<file path="config.mk">
export PLATFORM = sky130hd
export DESIGN_NAME = char_lcd_nibble_writer_top
export DESIGN_NICKNAME = d
export VERILOG_FILES = /design/src/hw/rtl/clnw_pkg.sv /design/src/hw/rtl/char_lcd_nibble_writer_top.sv /design/src/hw/rtl/clnw_front.sv /design/src/hw/rtl/clnw_queue.sv /design/src/hw/rtl/clnw_back.sv
export SDC_FILE = /design/constraint.sdc
export NUM_CORES = 1
export LEC_CHECK = 0
export BUFFER_PORTS_ARGS = -buffer_cell sky130_fd_sc_hd__buf_2
export CAP_MARGIN = 10
export CORE_MARGIN = 1.5
export CORE_UTILIZATION = 45
export DETAILED_ROUTE_END_ITERATION = 16
export GPL_TIMING_DRIVEN = 0
export PLACE_DENSITY = 0.63
export SLEW_MARGIN = 20
export SYNTH_ARGS = -nofsm -noshare
export SYNTH_HDL_FRONTEND = slang
export SYNTH_SLANG_ARGS = --single-unit
export TNS_END_PERCENT = 1
</file>
<file path="constraint.sdc">
create_clock -name i_clk -period 5.3 [get_ports i_clk]
set_input_delay 0.53 -clock i_clk [delete_from_list [all_inputs] [get_ports i_clk]]
set_output_delay 0.53 -clock i_clk [all_outputs]
set_load 0.02 [all_outputs]
</file>
<file path="src/hw/rtl/clnw_pkg.sv">
`timescale 1ns / 1ps
`default_nettype none
// ----------------------------------------------------------------------------
// clnw_pkg: shared types and constants
// Command codes, LCD instruction bytes and the job record that is passed
// from the front end to the nibble serializer.
// ----------------------------------------------------------------------------
package clnw_pkg;

    typedef enum logic [1:0] {
        CMD_PRINT   = 2'd0,
        CMD_SET_POS = 2'd1,
        CMD_CLEAR   = 2'd2,
        CMD_GLYPH   = 2'd3
    } t_cmd;

    localparam logic [7:0] LCD_CLEAR    = 8'h01;
    localparam logic [7:0] LCD_RET_HOME = 8'h02;
    localparam logic [7:0] LCD_DDRAM    = 8'h80;
    localparam logic [7:0] LCD_CGRAM    = 8'h40;
    localparam logic [7:0] LCD_LINE2    = LCD_DDRAM | LCD_CGRAM;
    localparam logic [7:0] CHAR_NEWLINE = 8'h0A;
    localparam logic [7:0] LINE1_LAST   = 8'd15;

    localparam int MAX_BYTES = 5;
    localparam int CNT_W     = $clog2(MAX_BYTES + 1);
    localparam int IDX_W     = $clog2(2 * MAX_BYTES);

    localparam int Q_DEPTH = 4;
    localparam int QPTR_W  = $clog2(Q_DEPTH);
    localparam int QCNT_W  = $clog2(Q_DEPTH + 1);

    typedef struct packed {
        logic [MAX_BYTES-1:0][7:0] bytes;
        logic [MAX_BYTES-1:0]      rs;
        logic [CNT_W-1:0]          count;
    } t_job;

    typedef struct packed {
        logic empty;
        logic full;
    } t_q_status;

endpackage : clnw_pkg
`default_nettype wire

</file>
<file path="src/hw/rtl/char_lcd_nibble_writer_top.sv">
`timescale 1ns / 1ps
`default_nettype none
// ----------------------------------------------------------------------------
// char_lcd_nibble_writer_top: 4-bit character LCD command writer
// Turns print / set-position / clear / glyph-row commands into nibble
// transfers for a character LCD on a 4-bit bus.
//
// Input channel: i_in_valid / o_in_stall carry one command item
// (cmd, value, position, glyph_slot, glyph_row). Output channel:
// o_out_valid / i_out_stall carry one nibble transfer (reg_select,
// nibble, last); last marks the final nibble of an item.
// An item causes 0 to 8 nibbles. The front end takes one item per
// cycle while the queue is not full and updates cursor and pending-clear
// state at once; jobs wait in a 4-entry queue. The first nibble of an
// item passes through the queue and then the output register; after it,
// one nibble per cycle follows while the receiver does not stall. The
// output register is the rate limit.
// o_in_stall rises only when the queue is full. When the receiver
// stalls, the current nibble holds and the queue fills up behind it.
// Reset empties the queue, drops the output and zeroes cursor and
// pending-clear state.
// ----------------------------------------------------------------------------
module char_lcd_nibble_writer_top
    import clnw_pkg::*;
(
    input  wire logic       i_clk,
    input  wire logic       i_rst_n,
    input  wire logic       i_in_valid,
    output logic            o_in_stall,
    input  wire logic [1:0] i_cmd,
    input  wire logic [7:0] i_value,
    input  wire logic [4:0] i_position,
    input  wire logic [2:0] i_glyph_slot,
    input  wire logic [2:0] i_glyph_row,
    output logic            o_out_valid,
    input  wire logic       i_out_stall,
    output logic            o_reg_select,
    output logic [3:0]      o_nibble,
    output logic            o_last
);

    t_job      front_job;
    t_job      head_job;
    t_q_status q_status;
    logic      push;
    logic      pop;
    logic      in_accept;

    assign o_in_stall = q_status.full;
    assign in_accept  = i_in_valid && !o_in_stall;

    clnw_front u_front (
        .i_clk        (i_clk),
        .i_rst_n      (i_rst_n),
        .i_accept     (in_accept),
        .i_cmd        (i_cmd),
        .i_value      (i_value),
        .i_position   (i_position),
        .i_glyph_slot (i_glyph_slot),
        .i_glyph_row  (i_glyph_row),
        .o_job        (front_job),
        .o_push       (push)
    );

    clnw_queue u_queue (
        .i_clk    (i_clk),
        .i_rst_n  (i_rst_n),
        .i_push   (push),
        .i_job    (front_job),
        .i_pop    (pop),
        .o_head   (head_job),
        .o_status (q_status)
    );

    clnw_back u_back (
        .i_clk        (i_clk),
        .i_rst_n      (i_rst_n),
        .i_head       (head_job),
        .i_status     (q_status),
        .o_pop        (pop),
        .o_out_valid  (o_out_valid),
        .i_out_stall  (i_out_stall),
        .o_reg_select (o_reg_select),
        .o_nibble     (o_nibble),
        .o_last       (o_last)
    );

    a_push_not_full: assert property (@(posedge i_clk) disable iff (!i_rst_n)
        push |-> !q_status.full)
        else $error("job pushed into full queue");

    a_pop_not_empty: assert property (@(posedge i_clk) disable iff (!i_rst_n)
        pop |-> !q_status.empty)
        else $error("job popped from empty queue");

    a_stall_has_work: assert property (@(posedge i_clk) disable iff (!i_rst_n)
        o_in_stall |-> (!q_status.empty && o_out_valid))
        else $error("input stalled with nothing in flight");

    a_reset_quiet: assert property (@(posedge i_clk) disable iff (!i_rst_n)
        !$past(i_rst_n) |-> !o_out_valid)
        else $error("output valid right after reset");

endmodule : char_lcd_nibble_writer_top
`default_nettype wire

</file>
<file path="src/hw/rtl/clnw_front.sv">
`timescale 1ns / 1ps
`default_nettype none
// ----------------------------------------------------------------------------
// clnw_front: command decode and cursor tracking
// Accepts one item per cycle while i_accept is high, updates cursor and
// pending-clear state and builds the list of LCD bytes the item causes.
// ----------------------------------------------------------------------------
module clnw_front
    import clnw_pkg::*;
(
    input  wire logic       i_clk,
    input  wire logic       i_rst_n,
    input  wire logic       i_accept,
    input  wire logic [1:0] i_cmd,
    input  wire logic [7:0] i_value,
    input  wire logic [4:0] i_position,
    input  wire logic [2:0] i_glyph_slot,
    input  wire logic [2:0] i_glyph_row,
    output t_job            o_job,
    output logic            o_push
);

    logic [7:0] r_cursor, n_cursor;
    logic       r_pending, n_pending;
    t_job       job;
    logic       is_nl;

    always_comb begin
        job       = '0;
        n_cursor  = r_cursor;
        n_pending = r_pending;
        is_nl     = (i_value == CHAR_NEWLINE);
        unique case (t_cmd'(i_cmd))
            CMD_PRINT: begin
                if (r_pending) begin
                    job.bytes[0] = LCD_CLEAR;
                    job.bytes[1] = LCD_RET_HOME;
                    job.bytes[2] = LCD_DDRAM;
                    if (is_nl) begin
                        job.count = CNT_W'(3);
                        n_cursor  = '0;
                    end else begin
                        job.bytes[3] = i_value;
                        job.rs[3]    = 1'b1;
                        job.count    = CNT_W'(4);
                        n_cursor     = 8'd1;
                        n_pending    = 1'b0;
                    end
                end else if (is_nl) begin
                    n_pending = 1'b1;
                    n_cursor  = '0;
                end else begin
                    job.bytes[0] = i_value;
                    job.rs[0]    = 1'b1;
                    if (r_cursor == LINE1_LAST) begin
                        job.bytes[1] = LCD_LINE2;
                        job.count    = CNT_W'(2);
                    end else begin
                        job.count    = CNT_W'(1);
                    end
                    n_cursor = r_cursor + 8'd1;
                end
            end
            CMD_SET_POS: begin
                job.bytes[0] = LCD_DDRAM | {1'b0, i_position[4], 2'b00, i_position[3:0]};
                job.count    = CNT_W'(1);
                n_cursor     = {3'b000, i_position};
            end
            CMD_CLEAR: begin
                job.bytes[0] = LCD_CLEAR;
                job.bytes[1] = LCD_RET_HOME;
                job.count    = CNT_W'(2);
                n_cursor     = '0;
            end
            CMD_GLYPH: begin
                job.bytes[0] = LCD_CGRAM | {2'b00, i_glyph_slot, i_glyph_row};
                job.bytes[1] = i_value;
                job.rs[1]    = 1'b1;
                job.count    = CNT_W'(2);
            end
            default: begin
                job = '0;
            end
        endcase
    end

    assign o_job  = job;
    assign o_push = i_accept && (job.count != '0);

    always_ff @(posedge i_clk) begin
        if (!i_rst_n) begin
            r_cursor  <= '0;
            r_pending <= 1'b0;
        end else if (i_accept) begin
            r_cursor  <= n_cursor;
            r_pending <= n_pending;
        end
    end

endmodule : clnw_front
`default_nettype wire

</file>
<file path="src/hw/rtl/clnw_queue.sv">
`timescale 1ns / 1ps
`default_nettype none
// ----------------------------------------------------------------------------
// clnw_queue: job queue
// Small FIFO of byte jobs between the front end and the serializer.
// ----------------------------------------------------------------------------
module clnw_queue
    import clnw_pkg::*;
(
    input  wire logic i_clk,
    input  wire logic i_rst_n,
    input  wire logic i_push,
    input  wire t_job i_job,
    input  wire logic i_pop,
    output t_job      o_head,
    output t_q_status o_status
);

    t_job              r_mem [Q_DEPTH];
    logic [QPTR_W-1:0] r_wptr;
    logic [QPTR_W-1:0] r_rptr;
    logic [QCNT_W-1:0] r_count;

    assign o_head         = r_mem[r_rptr];
    assign o_status.empty = (r_count == '0);
    assign o_status.full  = (r_count == QCNT_W'(Q_DEPTH));

    always_ff @(posedge i_clk) begin
        if (i_push) begin
            r_mem[r_wptr] <= i_job;
        end
    end

    always_ff @(posedge i_clk) begin
        if (!i_rst_n) begin
            r_wptr  <= '0;
            r_rptr  <= '0;
            r_count <= '0;
        end else begin
            if (i_push) begin
                r_wptr <= r_wptr + 1'b1;
            end
            if (i_pop) begin
                r_rptr <= r_rptr + 1'b1;
            end
            if (i_push && !i_pop) begin
                r_count <= r_count + 1'b1;
            end else if (i_pop && !i_push) begin
                r_count <= r_count - 1'b1;
            end
        end
    end

endmodule : clnw_queue
`default_nettype wire

</file>
<file path="src/hw/rtl/clnw_back.sv">
`timescale 1ns / 1ps
`default_nettype none
// ----------------------------------------------------------------------------
// clnw_back: nibble serializer
// Walks the head job byte by byte, high nibble first, into a registered
// output stage; retires the job on its final nibble.
// ----------------------------------------------------------------------------
module clnw_back
    import clnw_pkg::*;
(
    input  wire logic      i_clk,
    input  wire logic      i_rst_n,
    input  wire t_job      i_head,
    input  wire t_q_status i_status,
    output logic      o_pop,
    output logic      o_out_valid,
    input  wire logic i_out_stall,
    output logic      o_reg_select,
    output logic [3:0] o_nibble,
    output logic      o_last
);

    logic [IDX_W-1:0] r_idx;
    logic             r_out_valid;
    logic             r_rs;
    logic [3:0]       r_nib;
    logic             r_last;

    logic             advance;
    logic             is_last;
    logic [7:0]       cur_byte;
    logic             cur_rs;

    always_comb begin
        cur_byte = i_head.bytes[0];
        cur_rs   = i_head.rs[0];
        case (r_idx[IDX_W-1:1])
            3'd1: begin
                cur_byte = i_head.bytes[1];
                cur_rs   = i_head.rs[1];
            end
            3'd2: begin
                cur_byte = i_head.bytes[2];
                cur_rs   = i_head.rs[2];
            end
            3'd3: begin
                cur_byte = i_head.bytes[3];
                cur_rs   = i_head.rs[3];
            end
            3'd4: begin
                cur_byte = i_head.bytes[4];
                cur_rs   = i_head.rs[4];
            end
            default: begin
                cur_byte = i_head.bytes[0];
                cur_rs   = i_head.rs[0];
            end
        endcase
    end

    assign advance = !i_status.empty && (!r_out_valid || !i_out_stall);
    assign is_last = (r_idx == ({i_head.count, 1'b0} - IDX_W'(1)));
    assign o_pop   = advance && is_last;

    always_ff @(posedge i_clk) begin
        if (!i_rst_n) begin
            r_out_valid <= 1'b0;
            r_idx       <= '0;
        end else if (advance) begin
            r_out_valid <= 1'b1;
            r_idx       <= is_last ? '0 : r_idx + 1'b1;
        end else if (!i_out_stall) begin
            r_out_valid <= 1'b0;
        end
    end

    always_ff @(posedge i_clk) begin
        if (advance) begin
            r_rs   <= cur_rs;
            r_nib  <= r_idx[0] ? cur_byte[3:0] : cur_byte[7:4];
            r_last <= is_last;
        end
    end

    assign o_out_valid  = r_out_valid;
    assign o_reg_select = r_rs;
    assign o_nibble     = r_nib;
    assign o_last       = r_last;

endmodule : clnw_back
`default_nettype wire

</file>
==> run metrics, run 1 <==
status complete, no violations; CP max stage cell mux4_2; DRT met1 WL 6140 um; Setup WS pre-CTS around 1.8 ns; number of global-route vias before repair 4051; post-synthesis async set-or-reset flop share 0; Slowest Stage Delay on Critical Path 0.53 ns; Most used DFF post-synth edfxtp_1; Yosys reg bits around 150; Gate Count Post-Synth 443; drt first pass iters 5; Remaining DRCs 0; die area 0.0155 mm^2; Initial DRC Count 342; Max transition margin 0.506; Worst Setup End Kind flip-flop; Flop pwr share 0.471; detailed-route wire length 14100 um; worst skew pair latency between 0.4 and 0.5 ns; Crit path depth 15; final worst slack between 1.5 and 2 ns; HP Class input port to flip-flop; combinational power share 0.158; Leakage 2.71 nW; WS Path Type flip-flop to flip-flop; TritonCTS clock tree built; clock share of power 0.372; overall die width between 100 and 150 um; PortBufs 32; post-synthesis sequential area ratio 0.641; most common cell in the netlist edfxtp_1; peak supply drop 0.000206 V; Final Slew Violations 0; antenna violations before repair 0; post-synth top area share 0.571; antenna fix cells 0; Clock transition at path regs 0.06 ns; Sw Ratio 0.250; PD cells between 300 and 400 mW/mm^2; WL met3 680 um; cell family with most CP delay adder cells; Met2 Wirelength 6930 um; total gr overflow 0; detailed placement HPWL 9830 um; remaining antenna violation count 0; total power between 2 and 3 mW; Final setup viols 0; Startpoint Class flip-flop; setup_tns 0 ns; Internal Dissipation 2.24 mW; RR Endpoint u_queue.r_count[2]; reg2reg path depth 15; hold buffer count at CTS 0; max-cap viol count 0; cts repair resizes 0; period utilization 0.674; EDFF count, synth approximately 130; Root Buffer clkbuf_16; Yosys cell types 61; fin crit period approximately 3.6 ns; final hold slack 0.400 ns; Worst Clk Skew 0.00605 ns; crit-path max FO 10; Final Hold Fails 0; RSZ-0062 raised after global routing no; height of the chip 124 um; post-synthesis area per instance 15.0 um^2; commonest cells in the netlist edfxtp_1 (126), mux4_2 (30), a21oi_1 (26); Starting Density 0.457; largest net degree at the start of global routing 21; maximum clock rate between 0.2 and 0.3 GHz; Avg Vias per Cell 5.69; htree depth 4; Worst R2R Setup Slack about 1.7 ns; vias 3944; Tightest Pin Transition 0.742 ns; Critical Path, Cell by Cell buf_6 -> buf_6 -> mux4_2 -> inv_1 -> ha_1 -> xnor2_1 -> xnor2_1 -> nor3_4 -> nand2_2 -> ha_1 -> inv_1 -> fa_1 -> xor2_1 -> or3_1 -> a21boi_0; crit path capture u_queue.r_count[2]; Synth Cell Area 0.00662 mm^2; share of cells above drive strength 1 0.218; Area growth, synth to finish 15.4%; GP Congestion around 0.9; Setup Buffers After CTS 0; WP buf/inv 4; Floorplan Core Area between 0.01 and 0.015 mm^2; Top Layer Used met4; Routed WL per cell 20.3 um; CTS sink count 149; NetSw 0.750 mW; top area cells in the synthesized netlist edfxtp_1 (57%), mux4_2 (10%), dfxtp_1 (7.0%); row count 44; first-pass GRT wire length 22300 um; Post-Syn Nets 483; Arr. time, crit path 3.92 ns; Num CTS Buffers 17; IO Pins 33; clock tree buffer depth 2; synth warn 0; leading area contributor after synthesis edfxtp_1; Nets 538; Tot GR Track Use 0.193; Critical Path RT 5.65 ns
-- registers in the layout (all words and copies together), names as in the netlist, named ones only --
register / count
u_front.r_pending: 1
u_back.o_reg_select: 1
u_queue.r_count: 3
u_back.o_nibble: 4
u_back.r_idx: 4
u_back.o_last: 1
u_back.o_out_valid: 1
u_queue.r_rptr: 2
u_front.r_cursor: 8
u_queue.r_mem: 120
u_queue.r_wptr: 2
-- stage by stage --
step,cells,area (um^2),util
floorplan,443,6620,-
global placement,659,7010,0.484
detailed placement,663,7110,0.491
CTS,693,7650,0.528
global route,693,7650,0.528
finish,693,7650,0.528
-- layout by cell type, fill, tap and decap left out, types with 3 or more instances in the layout --
master     count
and3_1         7
nor2b_1        5
o221ai_1       3
clkinv_1       4
o22ai_1        4
buf_2         38
ha_1          14
buf_6          3
a21oi_1       26
and2_1        13
nor2_1        22
edfxtp_1     126
mux4_2        30
a31oi_1        3
a22oi_1        3
and2_2         4
inv_1         15
dfxtp_1       23
nor3_1         3
o21ai_0        8
a32oi_1        3
o31ai_1        3
o2bb2ai_1      3
a21boi_0       4
clkbuf_16     17
nand3_1       13
xor2_1         3
xnor2_1        7
nand2b_1       8
clkbuf_1      20
nand2_1       21
mux2i_1        9
-- metal layers --
metal,vias up,global-route usage
met4,0,0.0723
met1,1986,0.253
met3,23,0.0391
met2,123,0.319
li1,1812,-
met5,-,0
-- cell families (layout without fill, tap and decap cells) --
kind of cell | after synthesis | in the layout | share of synthesized area
DFF | 149 | 149 | 0.641
buffers and inverters | 42 | 108 | 0.0283
AOI/OAI and AO/OA | 74 | 74 | 0.0748
xor gates and xnor gates | 10 | 10 | 0.0132
muxes | 39 | 39 | 0.116
and+or+nand+nor | 114 | 114 | 0.0979
adders and majority gates | 15 | 15 | 0.0295
-- worst min-delay path, stage by stage --
cell and delay, ns:
buf_2 0.11, nand2_1 0.05, a21boi_0 0.07
-- worst min path at each step --
stage | to | slack (ns) | cells past startpoint | startpoint
after floorplan | flip-flop | 0.45 | 2 | u_queue.r_rptr[1]
after global placement | u_queue.r_rptr[1] | 0.46 | 2 | u_queue.r_rptr[1]
after detailed placement | u_queue.r_rptr[1] | 0.47 | 2 | u_queue.r_rptr[1]
after CTS | u_back.o_out_valid | 0.40 | 3 | i_out_stall
after global routing | u_back.o_out_valid | 0.42 | 3 | i_out_stall
final | u_back.o_out_valid | 0.40 | 3 | i_out_stall
-- power by group through the flow --
stage | registers, mW | logic, mW | clock network [mW]
finish | 1.41 | 0.472 | 1.11
global route | 1.42 | 0.523 | 1.17
CTS | 1.41 | 0.478 | 1.12
detailed placement | 1.43 | 0.475 | 0
global placement | 1.43 | 0.449 | 0
floorplan | 1.46 | 0.292 | 0
-- area by class of cell --
class	count	area, um^2
sequential	149	4240
clock buffer	24	452
fill	1174	6830
clock inverter	6	80.1
buffer	24	120
inverter	18	67.6
timing repair buffer	36	255
multi-input combinational	252	2200
tap	184	230
Power figures use the tool's default switching activity.
==> run 2: changes to the inputs <==
--- a/config.mk
+++ b/config.mk
@@ -5,6 +5,7 @@
 export SDC_FILE = /design/constraint.sdc
 export NUM_CORES = 1
 export LEC_CHECK = 0
+export ABC_AREA = 1
 export BUFFER_PORTS_ARGS = -buffer_cell sky130_fd_sc_hd__buf_2
 export CAP_MARGIN = 10
 export CORE_MARGIN = 1.5
==> constraint.sdc (replaced) <==
create_clock -name i_clk -period 3.51 [get_ports i_clk]
set_input_delay 0.351 -clock i_clk [delete_from_list [all_inputs] [get_ports i_clk]]
set_output_delay 0.351 -clock i_clk [all_outputs]
set_load 0.02 [all_outputs]
==> run 2 against run 1 <==
  * Clock-buffer cell count shrank 3
  * Critical endpoint is now u_queue.r_count[1]
  * Critical path type unchanged
  * Cell area is 3.4% higher
  * Synthesized cell count up 47%
==> run metrics, run 2 <==
Initial DRC Count 396; WL met3 1190 um; fin crit period 3.21 ns; Worst Setup End Kind flip-flop; EDFF count, synth 126; TritonCTS clock tree built; RSZ-0062 raised after global routing no; Nets 745; Yosys cell types 40; PortBufs 32; Starting Density 0.463; htree depth 4; Final Hold Fails 0; post-synthesis sequential area ratio 0.628; worst hold path cell count 3; Top Layer Used met4; drt first pass iters 5; DRT met1 WL 6590 um; Clock transition at path regs roughly 0.06 ns; post-route cell area approximately 0.008 mm^2; Biggest register u_queue.r_mem; Remaining DRCs 0; most common cell in the netlist edfxtp_1; Worst Clk Skew 0.00572 ns; share of cells above drive strength 1 0.159; reg2reg path depth 16; maximum clock rate 0.311 GHz; Avg Vias per Cell 5.42; Arr. time, crit path 3.53 ns; height of the chip 126 um; Worst R2R Setup Slack about 0.3 ns; WS Path Type flip-flop to flip-flop; post-synthesis area per instance about 10 um^2; Post-Syn Nets 690; largest net degree at the start of global routing 19; Setup WS pre-CTS 0.274 ns; hold wc startpoint i_rst_n; Met2 Wirelength between 7000 and 8000 um; post-synthesis async set-or-reset flop share 0; antenna violations before repair 0; top area cells in the synthesized netlist edfxtp_1 (56%), dfxtp_1 (6.8%), nand2_1 (6.3%); detailed placement HPWL 11600 um; HP Class input port to flip-flop; PD cells 591 mW/mm^2; Leakage 3.14 nW; worst skew pair latency 0.43 ns; hold buffer count at CTS 0; remaining antenna violation count 0; Top Registers u_queue.r_mem (120), u_front.r_cursor (8); final hold slack 0.230 ns; overall die width 126 um; synth warn 0; peak supply drop 0.000358 V; leading area contributor after synthesis edfxtp_1; Tot GR Track Use 0.216; commonest cells in the netlist edfxtp_1 (126), nand2_1 (114), nor2_1 (79); Area after DPL 0.00729 mm^2; Floorplan Core Area 0.0146 mm^2; total power 4.67 mW; post-synth top area share 0.560; Routed WL per cell between 15 and 20 um; Worst Hold Path EP u_front.r_cursor[4]; Num CTS Buffers 17; Final Slew Violations 0; IO Pins 33; Startpoint Class flip-flop; final worst slack 0.297 ns; row count 44; die area 0.0158 mm^2; antenna fix cells 0; Max transition margin 0.378; Tightest Pin Transition 0.930 ns; most common cell after layout, fill and taps aside edfxtp_1; Yosys reg bits 149; cts repair resizes 0; GP Congestion 0.848; number of flip-flops in the largest register 120; Most used DFF post-synth edfxtp_1; status complete, no violations; detailed-route wire length 16100 um; number of global-route vias before repair roughly 4800; fill count about 1200; vias 4885; total gr overflow 0; max-cap viol count 0; crit-path max FO 10; Root Buffer clkbuf_16; first-pass GRT wire length around 25000 um; Area growth, synth to finish 17.1%; setup_tns 0 ns; Synth Cell Area 0.00676 mm^2; most frequent cells in the layout edfxtp_1 (126), nand2_1 (114), nor2_1 (75); Setup Buffers After CTS 0; Critical Path RT 3.82 ns; clock tree buffer depth 2; RR Endpoint u_queue.r_count[1]; Final setup viols 0; Gate Count Post-Synth 650; period utilization 0.916; CTS sink count 149
## run 2: cell types whose count changed after synthesis, moves of 6 or more
cell,before,now
and2_1,17,1
and3_1,7,0
buf_2,6,12
clkbuf_1,13,5
inv_1,15,57
mux2i_1,9,0
mux4_2,30,0
nand2_1,21,114
nand2b_1,8,0
nand3_1,13,55
nor2_1,22,79
o21ai_0,8,51
o21ai_1,1,8
o22ai_1,4,19
## run 2: worst max-delay path, cell delays in order, from the launching register on
cell and delay (ns):
dfxtp_1 0.32, buf_6 0.14, buf_4 0.18, buf_2 0.25, nand2_1 0.08, a32o_1 0.25
ha_1 0.28, xnor2_1 0.12, nor2_1 0.12, nand2_2 0.09, nor2_4 0.12, nand3_4 0.13
ha_1 0.25, inv_1 0.10, fa_1 0.43, o21ai_0 0.16, a21oi_1 0.06
## run 2: power breakdown
group	switching, mW	internal, mW	leakage, nW
sequential	0.0516	2.06	1.40
combinational	0.443	0.201	1.43
clock	0.666	1.25	0.302
total	1.16	3.51	3.14
## run 2: layer usage
metal  vias up  track usage
met3        32       0.0492
met5         -            0
met2       176        0.360
met4         0        0.105
li1       2352            -
met1      2325        0.265
## run 2: worst max path at each step
stage | end | slack (ns) | cells after the start
floorplan | u_queue.r_mem[0][0] | 0.43 | 12
global placement | u_queue.r_mem[3][18] | -1.03 | 13
detailed placement | u_queue.r_count[1] | 0.27 | 16
CTS | u_queue.r_count[1] | 0.27 | 16
global route | u_queue.r_count[2] | 0.01 | 17
finish | u_queue.r_count[1] | 0.30 | 16
## run 2: kinds of logic after synthesis
| kind of cell | share of synthesized area |
|---|---|
| simple gates | 0.182 |
| xor+xnor | 0.00519 |
| buf+inv | 0.0585 |
| compound gates | 0.0976 |
| flops | 0.628 |
| fa+ha+maj | 0.0289 |
## run 2: final cells by class
class | count | area [um^2] | area share
timing repair buffer | 36 | 270 | 0.0342
buffer | 25 | 154 | 0.0195
inverter | 63 | 241 | 0.0305
multi-input combinational | 413 | 2150 | 0.271
clock inverter | 11 | 181 | 0.0229
tap | 184 | 230 | 0.0291
sequential | 149 | 4240 | 0.537
clock buffer | 21 | 440 | 0.0557
## run 2: through the flow
stage,std cells,util
2_1_floorplan,650,-
3_3_place_gp,866,0.490
3_5_place_dp,870,0.499
4_1_cts,902,0.542
5_1_grt,902,0.542
6_report,902,0.542
==> run 3: changes to the inputs <==
--- a/config.mk
+++ b/config.mk
@@ -9,10 +9,11 @@
 export BUFFER_PORTS_ARGS = -buffer_cell sky130_fd_sc_hd__buf_2
 export CAP_MARGIN = 10
 export CORE_MARGIN = 1.5
-export CORE_UTILIZATION = 45
+export CORE_UTILIZATION = 35
+export CTS_CLUSTER_SIZE = 25
 export DETAILED_ROUTE_END_ITERATION = 16
 export GPL_TIMING_DRIVEN = 0
-export PLACE_DENSITY = 0.63
+export PLACE_DENSITY = 0.51
 export SLEW_MARGIN = 20
 export SYNTH_ARGS = -nofsm -noshare
 export SYNTH_HDL_FRONTEND = slang
==> run 3 against run 2 <==
  * Sequential power barely moved
  * Clock-buffer cell count shrank 2
  * Critical path type unchanged
  * First-iteration DRC count is 6.6% higher
  * Worst hold slack gained 0.0072 ns
  * Clock skew is 0.0030 ns higher
  * Sequential share of layout area decreased by 0.60 points
  * Utilization shrank 12 points
  * Register-to-register slack is essentially flat
  * Maximum frequency shrank 0.26%
  * Cell area up 1.1%
  * Critical path depth is 2 higher
==> run metrics, run 3 (synthesis gave the netlist of run 2 again) <==
drt first pass iters 6; overall die width between 100 and 150 um; Num CTS Buffers 17; final worst slack between 0.2 and 0.3 ns; vias 4795; worst skew pair latency 0.43 ns; detailed placement HPWL 12100 um; Root Buffer clkbuf_16; antenna violations before repair 0; max-cap viol count 0; GP Congestion 0.788; Critical Path RT 3.82 ns; post-route cell area 0.00800 mm^2; clock tree buffer depth 2; Clock transition at path regs 0.06 ns; Routed WL per cell 17.6 um; most frequent cells in the layout edfxtp_1 (126), nand2_1 (114), nor2_1 (75); Area after DPL ~0.0074 mm^2; peak supply drop about 0.00039 V; Final Hold Fails 0; Setup WS pre-CTS 0.231 ns; Top Registers u_queue.r_mem (120), u_front.r_cursor (8); WS Path Type flip-flop to flip-flop; Initial DRC Count 422; final hold slack 0.237 ns; number of global-route vias before repair 4636; Starting Density 0.359; period utilization 0.918; TritonCTS clock tree built; maximum clock rate 0.310 GHz; Max transition margin 0.367; number of flip-flops in the largest register 120; CTS sink count 149; detailed-route wire length 17200 um; RSZ-0062 raised after global routing no; PD cells about 590 mW/mm^2; Floorplan Core Area 0.0188 mm^2; IO Pins 33; HP Class input port to flip-flop; htree depth 4; share of cells above drive strength 1 0.160; Finished Layout Cells 977; dpl cells between 900 and 1000; first-pass GRT wire length 26300 um; Startpoint Class flip-flop; status complete, no violations; row count 50; Worst Clk Skew 0.00872 ns; PortBufs 32; Biggest register u_queue.r_mem; Final Slew Violations 0; total gr overflow 0; hold wc startpoint i_rst_n; Tot GR Track Use 0.180; Remaining DRCs 0; most common cell after layout, fill and taps aside edfxtp_1; Final setup viols 0; largest net degree at the start of global routing 21; remaining antenna violation count 0; setup_tns 0 ns; height of the chip 142 um; Leakage 3.12 nW; Setup Buffers After CTS 0; die area 0.0201 mm^2; Area growth, synth to finish 18.4%; Arr. time, crit path 3.53 ns; antenna fix cells 0; Avg Vias per Cell 4.91; hold buffer count at CTS 0; fin crit period about 3.2 ns; Tightest Pin Transition 0.947 ns; Worst Setup End Kind flip-flop; crit-path max FO 10; Nets 744
[run 3: changes by cell type in the layout (fill, tap and decap cells not counted)]
| cell | previous run | this run |
|---|---|---|
| clkbuf_1 | 9 | 7 |
| clkinv_2 | 4 | 2 |
| buf_2 | 44 | 43 |
| inv_6 | 1 | 3 |
| clkinvlp_4 | 1 | 3 |
| buf_12 | 0 | 2 |
| buf_16 | 4 | 2 |
[run 3: worst paths after layout]
kind | cells after the start | slack, ns | endpoint
max reg2reg | 18 | 0.29 | u_queue.r_count[2]
min reg2reg | 1 | 0.46 | u_front.r_cursor[7]
max | 18 | 0.29 | u_queue.r_count[2]
min | 3 | 0.24 | u_front.r_cursor[3]
[run 3: through the flow]
step,util,total power [mW]
after floorplan,-,2.55
after detailed placement,0.391,2.81
final,0.425,4.74
after global routing,0.425,4.93
after CTS,0.425,4.77
after global placement,0.385,2.77
[run 3: metal layers]
metal  GRT usage  wire length (um)  up-vias
met2       0.300              8340      130
met1       0.234              7790     2289
met4      0.0624               236        0
met5           0                 0        -
li1            -                 -     2358
met3      0.0380               784       18
[run 3: area by class of cell]
cell class | count | area, um^2
plain buffers | 24 | 149
clock buffers | 19 | 433
clock inverters | 13 | 204
fillers | 1808 | 10800
inverters | 63 | 241
multi-input cells | 413 | 2150
flip-flops and latches | 149 | 4240
well taps | 260 | 325
repair buffers | 36 | 255
[run 3: timing repair]
action / 4_1_cts / 5_1_grt
hold endpoints to repair: 0 / 0
setup endpoints to repair: 0 / 1
gates resized for setup: 0 / 0
[run 3: power by group]
group	internal (mW)	leakage [nW]	switching, mW	total, mW
Clock	1.26	0.301	0.722	1.98
Sequential	2.06	1.40	0.0542	2.11
Combinational	0.197	1.42	0.452	0.649
Total	3.52	3.12	1.23	4.74
[run 3: critical path: stages, from the launching register on]
cell	delay [ns]
dfxtp_1	0.31
buf_6	0.13
inv_6	0.06
buf_6	0.16
buf_2	0.25
nand2_1	0.08
a32o_1	0.24
ha_1	0.20
xnor2_1	0.17
nand3b_1	0.13
nand2_1	0.12
nand3_4	0.16
ha_1	0.17
inv_1	0.07
fa_1	0.39
a21oi_1	0.14
o21ai_0	0.10
o21ai_0	0.17
a21oi_1	0.05
